--- src/rtl/scfr_pkg.sv ---
// ----------------------------------------------------------------------------
// scfr_pkg
// Shared types, constants and result codes of the serial CAN frame receiver.
// ----------------------------------------------------------------------------
package scfr_pkg;

  // capacity of the frame buffer in bytes (20 to 64)
  localparam int BUFFER_BYTES = 32;

  localparam int BYTE_W   = 8;
  localparam int COUNT_W  = 6;
  localparam int LIMIT_W  = 7;
  localparam int STATUS_W = 3;
  localparam int HEADER_W = 16;
  localparam int DLC_W    = 4;
  localparam int BODY_W   = 64;
  localparam int BODY_LANES = BODY_W / BYTE_W;

  localparam logic [LIMIT_W-1:0] BUFFER_LIMIT = LIMIT_W'(BUFFER_BYTES);
  localparam logic [COUNT_W-1:0] MAX_LEN_RESET = 6'd32;

  // protocol bytes
  localparam logic [BYTE_W-1:0] SYNC_BYTE    = 8'hAA;
  localparam logic [BYTE_W-1:0] CMD_TYPE     = 8'h55;
  localparam logic [3:0]        DATA_NIBBLE  = 4'hC;

  // byte positions within a frame
  localparam logic [COUNT_W-1:0] POS_TYPE      = 6'd1;
  localparam logic [COUNT_W-1:0] POS_HDR_LO    = 6'd2;
  localparam logic [COUNT_W-1:0] POS_HDR_HI    = 6'd3;
  localparam logic [COUNT_W-1:0] POS_BODY      = 6'd4;
  localparam logic [COUNT_W-1:0] POS_SUM_FIRST = 6'd2;
  localparam logic [COUNT_W-1:0] POS_SUM_LAST  = 6'd18;
  localparam logic [COUNT_W-1:0] CMD_FRAME_BYTES = 6'd20;
  localparam logic [COUNT_W-1:0] DATA_OVERHEAD = 6'd5;

  // result status codes
  localparam logic [STATUS_W-1:0] ST_DATA     = 3'd0;
  localparam logic [STATUS_W-1:0] ST_CMD_OK   = 3'd1;
  localparam logic [STATUS_W-1:0] ST_CSUM_ERR = 3'd2;
  localparam logic [STATUS_W-1:0] ST_UNKNOWN  = 3'd3;
  localparam logic [STATUS_W-1:0] ST_OVERFLOW = 3'd4;

  // registered byte request between input stage and parser
  typedef struct packed {
    logic              valid;
    logic [BYTE_W-1:0] rx_byte;
  } byte_req_t;

  typedef struct packed {
    logic [STATUS_W-1:0] status;
    logic [COUNT_W-1:0]  frame_length;
    logic [HEADER_W-1:0] header_word;
    logic [DLC_W-1:0]    dlc;
    logic [BODY_W-1:0]   body_bytes;
  } result_t;

endpackage

--- src/rtl/scfr_in_if.sv ---
// ----------------------------------------------------------------------------
// scfr_in_if
// Byte request channel: valid, ready and one received byte.
// ----------------------------------------------------------------------------
interface scfr_in_if;
  import scfr_pkg::*;

  logic              valid;
  logic              ready;
  logic [BYTE_W-1:0] rx_byte;

  modport source (output valid, output rx_byte, input ready);
  modport sink   (input valid, input rx_byte, output ready);
endinterface

--- src/rtl/scfr_out_if.sv ---
// ----------------------------------------------------------------------------
// scfr_out_if
// Frame result channel: valid, ready and the fields of one completed frame.
// ----------------------------------------------------------------------------
interface scfr_out_if;
  import scfr_pkg::*;

  logic                valid;
  logic                ready;
  logic [STATUS_W-1:0] status;
  logic [COUNT_W-1:0]  frame_length;
  logic [HEADER_W-1:0] header_word;
  logic [DLC_W-1:0]    dlc;
  logic [BODY_W-1:0]   body_bytes;

  modport source (output valid, output status, output frame_length, output header_word,
                  output dlc, output body_bytes, input ready);
  modport sink   (input valid, input status, input frame_length, input header_word,
                  input dlc, input body_bytes, output ready);
endinterface

--- src/rtl/scfr_in_stage.sv ---
// ----------------------------------------------------------------------------
// scfr_in_stage
// Input register: holds one received byte until the parser takes it.
// ----------------------------------------------------------------------------
module scfr_in_stage (
  input  logic                clk,
  input  logic                rst_n,
  scfr_in_if.sink             in_rx,
  input  logic                take,
  output scfr_pkg::byte_req_t req
);
  import scfr_pkg::*;

  logic              valid_r, valid_nxt;
  logic [BYTE_W-1:0] byte_r;
  logic              load;

  // register is free when empty or being drained this cycle
  assign in_rx.ready = !valid_r || take;
  assign load        = in_rx.valid && in_rx.ready;

  always_comb begin
    valid_nxt = valid_r;
    if (load) begin
      valid_nxt = 1'b1;
    end else if (take) begin
      valid_nxt = 1'b0;
    end
  end

  always_ff @(posedge clk) begin
    if (!rst_n) begin
      valid_r <= 1'b0;
    end else begin
      valid_r <= valid_nxt;
    end
  end

  always_ff @(posedge clk) begin
    if (load) begin
      byte_r <= in_rx.rx_byte;
    end
  end

  assign req.valid   = valid_r;
  assign req.rx_byte = byte_r;
endmodule

--- src/rtl/scfr_parser.sv ---
// ----------------------------------------------------------------------------
// scfr_parser
// Frame state, per-byte framing decision and the result register.
// ----------------------------------------------------------------------------
module scfr_parser (
  input  logic                          clk,
  input  logic                          rst_n,
  input  scfr_pkg::byte_req_t           req,
  output logic                          take,
  input  logic [scfr_pkg::COUNT_W-1:0]  max_frame_len,
  scfr_out_if.source                    out_res
);
  import scfr_pkg::*;

  logic [COUNT_W-1:0]  count_r, count_nxt;
  logic [BYTE_W-1:0]   type_r, type_nxt;
  logic [BYTE_W-1:0]   sum_r, sum_nxt;
  logic [HEADER_W-1:0] hdr_r, hdr_nxt;
  logic [BODY_W-1:0]   body_r, body_nxt;

  logic                out_valid_r, out_valid_nxt;
  result_t             res_r, res_nxt;

  logic [LIMIT_W-1:0]  limit;
  logic                overflow;
  logic                emit;
  logic [STATUS_W-1:0] status;
  logic [BYTE_W-1:0]   b;
  logic [COUNT_W-1:0]  data_end;

  assign b = req.rx_byte;

  // one byte per cycle as long as the result slot is free or draining
  assign take = req.valid && (!out_valid_r || out_res.ready);

  assign limit = ({1'b0, max_frame_len} > BUFFER_LIMIT) ? BUFFER_LIMIT
                                                        : {1'b0, max_frame_len};
  assign overflow = ({1'b0, count_r} >= limit);

  // state after taking the byte
  always_comb begin
    count_nxt = count_r + 1'b1;
    type_nxt  = (count_r == POS_TYPE) ? b : type_r;
    hdr_nxt   = hdr_r;
    if (count_r == POS_HDR_LO) begin
      hdr_nxt[BYTE_W-1:0] = b;
    end
    if (count_r == POS_HDR_HI) begin
      hdr_nxt[HEADER_W-1:BYTE_W] = b;
    end
    body_nxt = body_r;
    for (int k = 0; k < BODY_LANES; k++) begin
      if (count_r == POS_BODY + COUNT_W'(k)) begin
        body_nxt[k*BYTE_W +: BYTE_W] = b;
      end
    end
    sum_nxt = sum_r;
    if (count_r >= POS_SUM_FIRST && count_r <= POS_SUM_LAST) begin
      sum_nxt = sum_r + b;
    end
  end

  assign data_end = {2'b00, type_nxt[DLC_W-1:0]} + DATA_OVERHEAD;

  // framing decision
  always_comb begin
    emit   = 1'b0;
    status = ST_UNKNOWN;
    if (overflow) begin
      emit   = 1'b1;
      status = ST_OVERFLOW;
    end else if (count_r == '0) begin
      emit   = (b != SYNC_BYTE);
      status = ST_UNKNOWN;
    end else if (type_nxt == CMD_TYPE) begin
      emit   = (count_nxt >= CMD_FRAME_BYTES);
      status = (b == sum_nxt) ? ST_CMD_OK : ST_CSUM_ERR;
    end else if (type_nxt[BYTE_W-1:DLC_W] == DATA_NIBBLE) begin
      emit   = (count_nxt >= data_end);
      status = ST_DATA;
    end else begin
      emit   = 1'b1;
      status = ST_UNKNOWN;
    end
  end

  always_comb begin
    res_nxt.status = status;
    if (overflow) begin
      res_nxt.frame_length = count_r;
      res_nxt.header_word  = hdr_r;
      res_nxt.dlc          = type_r[DLC_W-1:0];
      res_nxt.body_bytes   = body_r;
    end else begin
      res_nxt.frame_length = count_nxt;
      res_nxt.header_word  = hdr_nxt;
      res_nxt.dlc          = type_nxt[DLC_W-1:0];
      res_nxt.body_bytes   = body_nxt;
    end
  end

  always_comb begin
    out_valid_nxt = out_valid_r;
    if (take && emit) begin
      out_valid_nxt = 1'b1;
    end else if (out_res.ready) begin
      out_valid_nxt = 1'b0;
    end
  end

  always_ff @(posedge clk) begin
    if (!rst_n) begin
      count_r     <= '0;
      type_r      <= '0;
      sum_r       <= '0;
      hdr_r       <= '0;
      body_r      <= '0;
      out_valid_r <= 1'b0;
    end else begin
      out_valid_r <= out_valid_nxt;
      if (take) begin
        if (emit) begin
          // frame done, start empty
          count_r <= '0;
          type_r  <= '0;
          sum_r   <= '0;
          hdr_r   <= '0;
          body_r  <= '0;
        end else begin
          count_r <= count_nxt;
          type_r  <= type_nxt;
          sum_r   <= sum_nxt;
          hdr_r   <= hdr_nxt;
          body_r  <= body_nxt;
        end
      end
    end
  end

  always_ff @(posedge clk) begin
    if (take && emit) begin
      res_r <= res_nxt;
    end
  end

  assign out_res.valid        = out_valid_r;
  assign out_res.status       = res_r.status;
  assign out_res.frame_length = res_r.frame_length;
  assign out_res.header_word  = res_r.header_word;
  assign out_res.dlc          = res_r.dlc;
  assign out_res.body_bytes   = res_r.body_bytes;
endmodule

--- src/rtl/serial_can_frame_receiver_top.sv ---
// ----------------------------------------------------------------------------
// serial_can_frame_receiver_top
// Frames the byte stream of a serial CAN adapter into command, data,
// unknown and overflow results.
// ----------------------------------------------------------------------------
//
//  channel   direction  payload                                   handshake
//  in_rx     in         rx_byte[7:0]                              valid/ready
//  out_res   out        status, frame_length, header_word, dlc,   valid/ready
//                       body_bytes[63:0]
//  cfg       in         cfg_data[5:0] (max_frame_len)             cfg_we only
//
// one byte request per cycle unless the result stalls; a byte waits in the
//   input register, the frame logic decides and loads the result register
// the result of a frame's last byte is valid in the cycle after that byte
//   is taken, so the sink can take it at the following edge
// a stalled result holds the result register; the input register takes at
//   most one more byte, after that in_rx.ready drops until the result drains
// synchronous active-low reset clears the frame state, both valid flags and
//   sets max_frame_len to 32
//
module serial_can_frame_receiver_top (
  input  logic                         clk,
  input  logic                         rst_n,
  scfr_in_if.sink                      in_rx,
  scfr_out_if.source                   out_res,
  input  logic                         cfg_we,
  input  logic [scfr_pkg::COUNT_W-1:0] cfg_data
);
  import scfr_pkg::*;

  // buffer capacity; user writes it only while the block is idle (unchecked)
  logic [COUNT_W-1:0] max_frame_len_r;

  byte_req_t req;
  logic      take;

  always_ff @(posedge clk) begin
    if (!rst_n) begin
      max_frame_len_r <= MAX_LEN_RESET;
    end else if (cfg_we) begin
      max_frame_len_r <= cfg_data;
    end
  end

  // input register: decouples the byte source from the frame logic
  scfr_in_stage u_in_stage (
    .clk   (clk),
    .rst_n (rst_n),
    .in_rx (in_rx),
    .take  (take),
    .req   (req)
  );

  // frame state, compare/add decision and result register
  scfr_parser u_parser (
    .clk           (clk),
    .rst_n         (rst_n),
    .req           (req),
    .take          (take),
    .max_frame_len (max_frame_len_r),
    .out_res       (out_res)
  );
endmodule
--- src/flat_wrapper.sv ---
// flat-port wrapper written by rule: the top's interface ports become plain ports
module serial_can_frame_receiver_top_flat import scfr_pkg::*;
  (clk, rst_n, cfg_we, cfg_data, in_rx_valid, in_rx_rx_byte, in_rx_ready, out_res_valid, out_res_status, out_res_frame_length, out_res_header_word, out_res_dlc, out_res_body_bytes, out_res_ready);
  scfr_in_if in_rx_i ();
  scfr_out_if out_res_i ();
  input  logic clk;
  input  logic rst_n;
  input  logic cfg_we;
  input  logic [scfr_pkg::COUNT_W-1:0] cfg_data;
  input wire logic [$bits(in_rx_i.valid)-1:0] in_rx_valid;
  input wire logic [$bits(in_rx_i.rx_byte)-1:0] in_rx_rx_byte;
  output wire logic [$bits(in_rx_i.ready)-1:0] in_rx_ready;
  output wire logic [$bits(out_res_i.valid)-1:0] out_res_valid;
  output wire logic [$bits(out_res_i.status)-1:0] out_res_status;
  output wire logic [$bits(out_res_i.frame_length)-1:0] out_res_frame_length;
  output wire logic [$bits(out_res_i.header_word)-1:0] out_res_header_word;
  output wire logic [$bits(out_res_i.dlc)-1:0] out_res_dlc;
  output wire logic [$bits(out_res_i.body_bytes)-1:0] out_res_body_bytes;
  input wire logic [$bits(out_res_i.ready)-1:0] out_res_ready;
  assign in_rx_i.valid = in_rx_valid;
  assign in_rx_i.rx_byte = in_rx_rx_byte;
  assign in_rx_ready = in_rx_i.ready;
  assign out_res_valid = out_res_i.valid;
  assign out_res_status = out_res_i.status;
  assign out_res_frame_length = out_res_i.frame_length;
  assign out_res_header_word = out_res_i.header_word;
  assign out_res_dlc = out_res_i.dlc;
  assign out_res_body_bytes = out_res_i.body_bytes;
  assign out_res_i.ready = out_res_ready;
  serial_can_frame_receiver_top u_core (.clk(clk), .rst_n(rst_n), .in_rx(in_rx_i), .out_res(out_res_i), .cfg_we(cfg_we), .cfg_data(cfg_data));
endmodule
--- config.mk ---
export PLATFORM = sky130hd
export DESIGN_NAME = serial_can_frame_receiver_top_flat
export DESIGN_NICKNAME = d
export VERILOG_FILES = /design/src/rtl/scfr_pkg.sv /design/src/rtl/scfr_in_if.sv /design/src/rtl/scfr_out_if.sv /design/src/rtl/scfr_in_stage.sv /design/src/rtl/scfr_parser.sv /design/src/rtl/serial_can_frame_receiver_top.sv /design/src/flat_wrapper.sv
export SDC_FILE = /design/constraint.sdc
export NUM_CORES = 1
export LEC_CHECK = 0
export BUFFER_PORTS_ARGS = -buffer_cell sky130_fd_sc_hd__buf_2
export CAP_MARGIN = 5
export CORE_MARGIN = 2
export CORE_UTILIZATION = 45
export CTS_BUF_LIST = sky130_fd_sc_hd__clkbuf_2
export DETAILED_ROUTE_END_ITERATION = 8
export GPL_TIMING_DRIVEN = 0
export PLACE_DENSITY = 0.7
export REMOVE_ABC_BUFFERS = 1
export SLEW_MARGIN = 20
export SYNTH_ARGS = -nofsm -noshare
export SYNTH_HDL_FRONTEND = slang
export SYNTH_HIERARCHICAL = 1
export SYNTH_SLANG_ARGS = --single-unit
--- constraint.sdc ---
create_clock -name clk -period 14.6 [get_ports clk]
set_input_delay 1.46 -clock clk [delete_from_list [all_inputs] [get_ports clk]]
set_output_delay 1.46 -clock clk [all_outputs]
set_load 0.05 [all_outputs]
Yosys cells after proc, flatten, opt, wreduce, memory -nomap -nowiden
Cells that the tools add are included.
Operators by class
  $add $sub $neg: 3
  order comparisons: 6
  equality and inequality tests: 15
  muxes and demuxes: 31
  reduce and logical (&&, ||, !) cells: 11
Operators with widths (count)
  $mux 8: 14
  $mux 90: 1
  $mux 64: 1
  $eq 6x3->1 const B: 4
  $eq 6x4->1 const B: 4
  $mux 16: 1
  $eq 6x2->1 const B: 2
  $mux 6: 2
  $add 8x8->8: 1
  $eq 8x7->1 const B: 1
  $eq 8x8->1: 1
  $mux 1: 8
  $mux 2: 4
  $ne 8x8->1 const B: 1
  $add 6x1->6 const B: 1
  $eq 6x1->1 const B: 1
  $ge 6x2->1 const B: 1
  $ge 6x5->1: 1
  $ge 6x5->1 const B: 1
  $ge 6x6->1: 1
  $gt 6x6->1 const B: 1
  $le 6x5->1 const B: 1
  $logic_not 6->1: 1
  $add 4x3->5 const B: 1
  5 further kinds: 11
Storage, ports and cells
  flip-flop bits (word level): 211
  bits of input ports: 19
  output and inout bits: 95
  word-level logic and storage cells: 80

Longest topological paths before layout
  word-level depth: 10
  depth in mapped cells: 20
  mapped depth without buffers: 17

By module
The synthesis kept the hierarchy.
By module, submodules not included
  scfr_parser: instances 1, cells each 923, area an instance 9945.8 um^2, sequential area each 4854.7 um^2
  scfr_in_stage: instances 1, cells each 14, area an instance 305.3 um^2, sequential area each 260.2 um^2
  serial_can_frame_receiver_top: instances 1, cells each 19, area an instance 226.5 um^2, sequential area each 120.1 um^2

Worst setup path before layout
Ideal clock, no wire load.
  kind: register to register
  from: register u_core.u_parser.count_r[1]
  to: register u_core.u_parser.res_r, in the netlist u_core/u_parser/out_res.body_bytes[0], enable pin
  library setup time: 0.545 ns
  data arrival time: 6.976 ns
  required time: 14.055 ns
  path slack: 7.079 ns
  cell stages (with the launch flop): 18
  buffers on the path: 3
  clock period less this slack: 7.521 ns
  path through: dfxtp_1 inv_1 ha_1 buf_1 nand2_1 mux2i_1 inv_1 ha_1 xnor2_1 ha_1 o21ai_0 o21ai_0 a221oi_1 o221ai_2 a21oi_2 buf_4 buf_2 nor2_1
Between the ends
  cells in the longest elaborated chain, start to end: 9
  elaborated cells on any way between the ends: 15
  classes of those cells: add/sub (2); order compare (3); eq/ne (3); mux (5); reduce/logical (2)
Ends and longest elaborated chain
  from (decl): line scfr_parser.sv:15  | logic [COUNT_W-1:0] count_r, count_nxt;
  from (signal assigned): line scfr_parser.sv:130  | count_r <= count_nxt;
  $eq 6x1->1: line scfr_parser.sv:43  | type_nxt = (count_r == POS_TYPE) ? b : type_r;
  $mux 8: line scfr_parser.sv:43
  $add 4x3->5: line scfr_parser.sv:63  | assign data_end = {2'b00, type_nxt[DLC_W-1:0]} + DATA_OVERHEAD;
  $ge 6x5->1: line scfr_parser.sv:79  | emit = (count_nxt >= data_end);
  $mux 1: line scfr_parser.sv:78  | end else if (type_nxt[BYTE_W-1:DLC_W] == DATA_NIBBLE) begin
  $mux 1: line scfr_parser.sv:75  | end else if (type_nxt == CMD_TYPE) begin
  $mux 1: line scfr_parser.sv:72  | end else if (count_r == '0) begin
  $mux 1 *: line scfr_parser.sv:69  | if (overflow) begin
  $logic_and 1x1->1 *: line scfr_parser.sv:141  | if (take && emit) begin
  to (signal assigned): line scfr_parser.sv:142  | res_r <= res_nxt;
  to (decl): line scfr_parser.sv:22  | result_t res_r, res_nxt;
Mark *: on every way between the ends. The rest lies on a longest branch, timed or not.
A chain may end at the register's enable or synchronous reset.

Final worst setup path
  from: register u_core.u_parser.count_r[2]
  to: register u_core.u_parser.res_r, in the netlist u_core/u_parser/out_res.body_bytes[62], enable pin
Same word-level chain as after synthesis.

==> results.md <==
- YS warnings: 6
- Switch share: 0.310
- Placed wire-length estimate: 16.1 mm
- H-Tree Depth: 2
- Post-route ant nets: 0
- Clock Power Share: 0.337
- IO Count: 114
- RSZ-0062 raised after global routing: false
- Hold buffer count at cts: 0
- Largest net degree at the start of global routing: 107
- Post-CTS setup buffer count: 0
- Slowest stage delay, CP: 620 ps
- Least-Margin Pin Slew: 1060 ps
- Setup crit start kind: register
- Synth area leaders: edfxtp_1 (29%), dfxtp_1 (21%), mux2_2 (8.5%)
- Commonest non-fill, non-tap cell in the layout: buf_2
- Worst path most repeated cell: buf_16
- Detailed-route via count: 8535
- FMAX: 178 MHz
- Cells after Synth: approximately 960
- Mean Syn Cell Area: 11.0 sq um
- Initial Util: 0.460
- P_leak: 4.29 nW
- Critical path cell sequence: nor4_4, nand2_1, mux2i_1, inv_1, ha_1, xnor2_1, ha_1, o21ai_0, o21ai_0, a221oi_1, o221ai_2, a21oi_4, buf_16, buf_16, nor2_4, buf_12, buf_16
- WP data arrival: about 6000 ps
- Global placer's final weighted congestion: 0.885
- Post-layout minimum cycle time: 5630 ps
- WS Path Type: register to register
- DIE AREA: around 25000 sq um
- Int Power: 809 uW
- Layout cells sized above 1: 0.283
- Critical path buffer and inverter count: 5
- Commonest non-fill, non-tap cells in the layout: buf_2 (112), dfxtp_1 (110), nand3_1 (105)
- Vias per cell: 6.11
- DRC viols: 0
- Yosys cell types: 77
- Post-CTS resize count: 0
- PortBufs: 113
- TritonCTS clock tree: yes
- # rows: 55
- Die Width: 157 um
- Vias in the first global route: 7830
- Die Y: 157 um
- Slowest CP cell: nor2_4
- Req. time, crit path: approximately 15000 ps
- Pwr Density: ~100 nW/um^2
- Setup crit end kind: register
- Routed wire per std cell: 19.8 um
- Hold Path Class: register to register
- Sink Count: 211
- Final hold vios: 0
- Initial antenna violation count: 1
- Clk_skew: 65.5 ps
- CTS max path bufs: 3
- Drt pass-1 iters: 5
- Skew-Pair Late Insertion Delay: 850 ps
- Initial detailed-routing violation count: a little under 900
- TritonCTS Buffers: 54
- Final Setup Violations: 0
- CORE AREA: roughly 23000 sq um
- Comb power frac: 0.107
- Final #Nets: 1083
- CTS root buf: clkbuf_2
- Top cell type's share of synthesized area: 0.289
- Fin. max-slew vios: 0
- Top delay family on crit path: simple AND/OR/NAND/NOR gates
- VDD IR-drop max: approximately 0.00006 V
- Synth Register Bits: between 200 and 250
- Sequential-to-total area share from yosys stat: 0.500
- Clock-pin slew on the worst setup and hold paths: 90 ps
- Total track usage: 0.219
- Sequential Power Share: 0.556
- Cell taking the most area after synthesis: edfxtp_1
- Status: completed
- Max-cap violations: 0
- Slew HR: 0.291
- Asr flop ratio synth: 0
- GR Overflow Total: 0
- CP max FO: 27
- Most common flop cell mapped by yosys: dfxtp_1
- Post-synth EDFFs: 101
- Setup WS pre-CTS: 9100 ps
- Setup WS post-layout: between 8000 and 9000 ps
- Switch Pwr: 363 uW
- Setup total negative slack: 0 ps
- Crit share post-route: 0.385
- Syn Std Cell Area: 10500 sq um
- Drt total wl: 27.7 mm
- Area growth syn-to-layout: 12.2%
- First-pass GRT wire length: 42.3 mm
[per-stage QoR]
stage | area (sq um) | hold slack (ps) | util | power [mW] | cells
2_1_floorplan | 10000 | 460 | - | 0.743 | 859
3_5_place_dp | 11300 | 484 | 0.494 | 0.790 | 1296
3_3_place_gp | 11000 | 472 | 0.481 | 0.787 | 1285
4_1_cts | 11700 | 500 | 0.516 | 1.18 | 1396
6_report | 11800 | 498 | 0.516 | 1.17 | 1397
5_1_grt | 11800 | 516 | 0.516 | 1.22 | 1397
[tightest hold or removal path: stages (launching register included)]
cell and delay (ps):
dfxtp_1 350, nand2_1 60, a21boi_1 50
[path summary, 6_finish.rpt]
check / from / endpoint / slack (ps) / cells past startpoint
hold / removal: u_core/u_parser/sum_r[0] / u_core/u_parser/sum_r[0] / 500 / 2
setup / recovery: u_core/u_parser/count_r[2] / u_core/u_parser/out_res.body_bytes[62] / 8970 / 17
setup reg to reg: u_core/u_parser/count_r[2] / u_core/u_parser/out_res.body_bytes[62] / 8970 / 17
hold reg to reg: u_core/u_parser/sum_r[0] / u_core/u_parser/sum_r[0] / 500 / 2
[Yosys cell counts (12+ instances only)]
master    count
dfxtp_1     110
ha_1         24
nor2_1       27
inv_1        16
mux2_2       79
o21ai_0      15
nand3_1     105
edfxtp_1    101
o311ai_1     87
clkbuf_1     62
buf_6        12
nand4_1      94
nand2_1      46
xnor2_1      20
[final cells by class]
class	instances	area, sq um
antenna	1	2.50
clock buffer	77	385
clock inverter	23	101
fill	2040	11000
inverter	18	67.6
multi-input combinational	630	4740
sequential	211	5240
tap	313	392
timing repair buffer	124	836
[cell families (layout without fill, tap and decap cells)]
| kind of cell | count (synthesis) | in the layout | synth area share |
|---|---|---|---|
| simple gates | 326 | 326 | 0.173 |
| flops | 211 | 211 | 0.500 |
| compound gates | 164 | 164 | 0.127 |
| buf+inv | 115 | 242 | 0.0517 |
| mux | 89 | 89 | 0.0945 |
| xor+xnor | 26 | 26 | 0.0230 |
| fa+ha+maj | 25 | 25 | 0.0306 |
| other cells | 0 | 1 | 0 |
[registers in the layout (all words and copies together), names as in the netlist, 8 cells and up]
register and flops:
u_core/u_parser/sum_r 8, u_core/u_parser/out_res.header_word 16, u_core/u_parser/hdr_r 16, u_core/u_parser/body_r 64, u_core/u_in_stage/byte_r 8, u_core/u_parser/type_r 8
u_core/u_parser/out_res.body_bytes 64
[power by group through the flow]
stage / Clock [mW] / Sequential (mW) / Combinational, mW
after floorplan: 0 / 0.713 / 0.0301
after global placement: 0 / 0.669 / 0.118
after detailed placement: 0 / 0.665 / 0.126
after CTS: 0.407 / 0.651 / 0.126
after global routing: 0.436 / 0.654 / 0.132
final: 0.395 / 0.651 / 0.126
[layer usage]
| layer | wire [um] | track usage | vias up | part of all wire |
|---|---|---|---|---|
| li1 | - | - | 3957 | - |
| met1 | 12200 | 0.304 | 4154 | 0.44 |
| met2 | 12900 | 0.344 | 362 | 0.47 |
| met3 | 1890 | 0.0402 | 62 | 0.068 |
| met4 | 716 | 0.0795 | 0 | 0.026 |
| met5 | 0 | 0 | - | 0 |
Note: power is estimated with default switching activity, not from simulation.
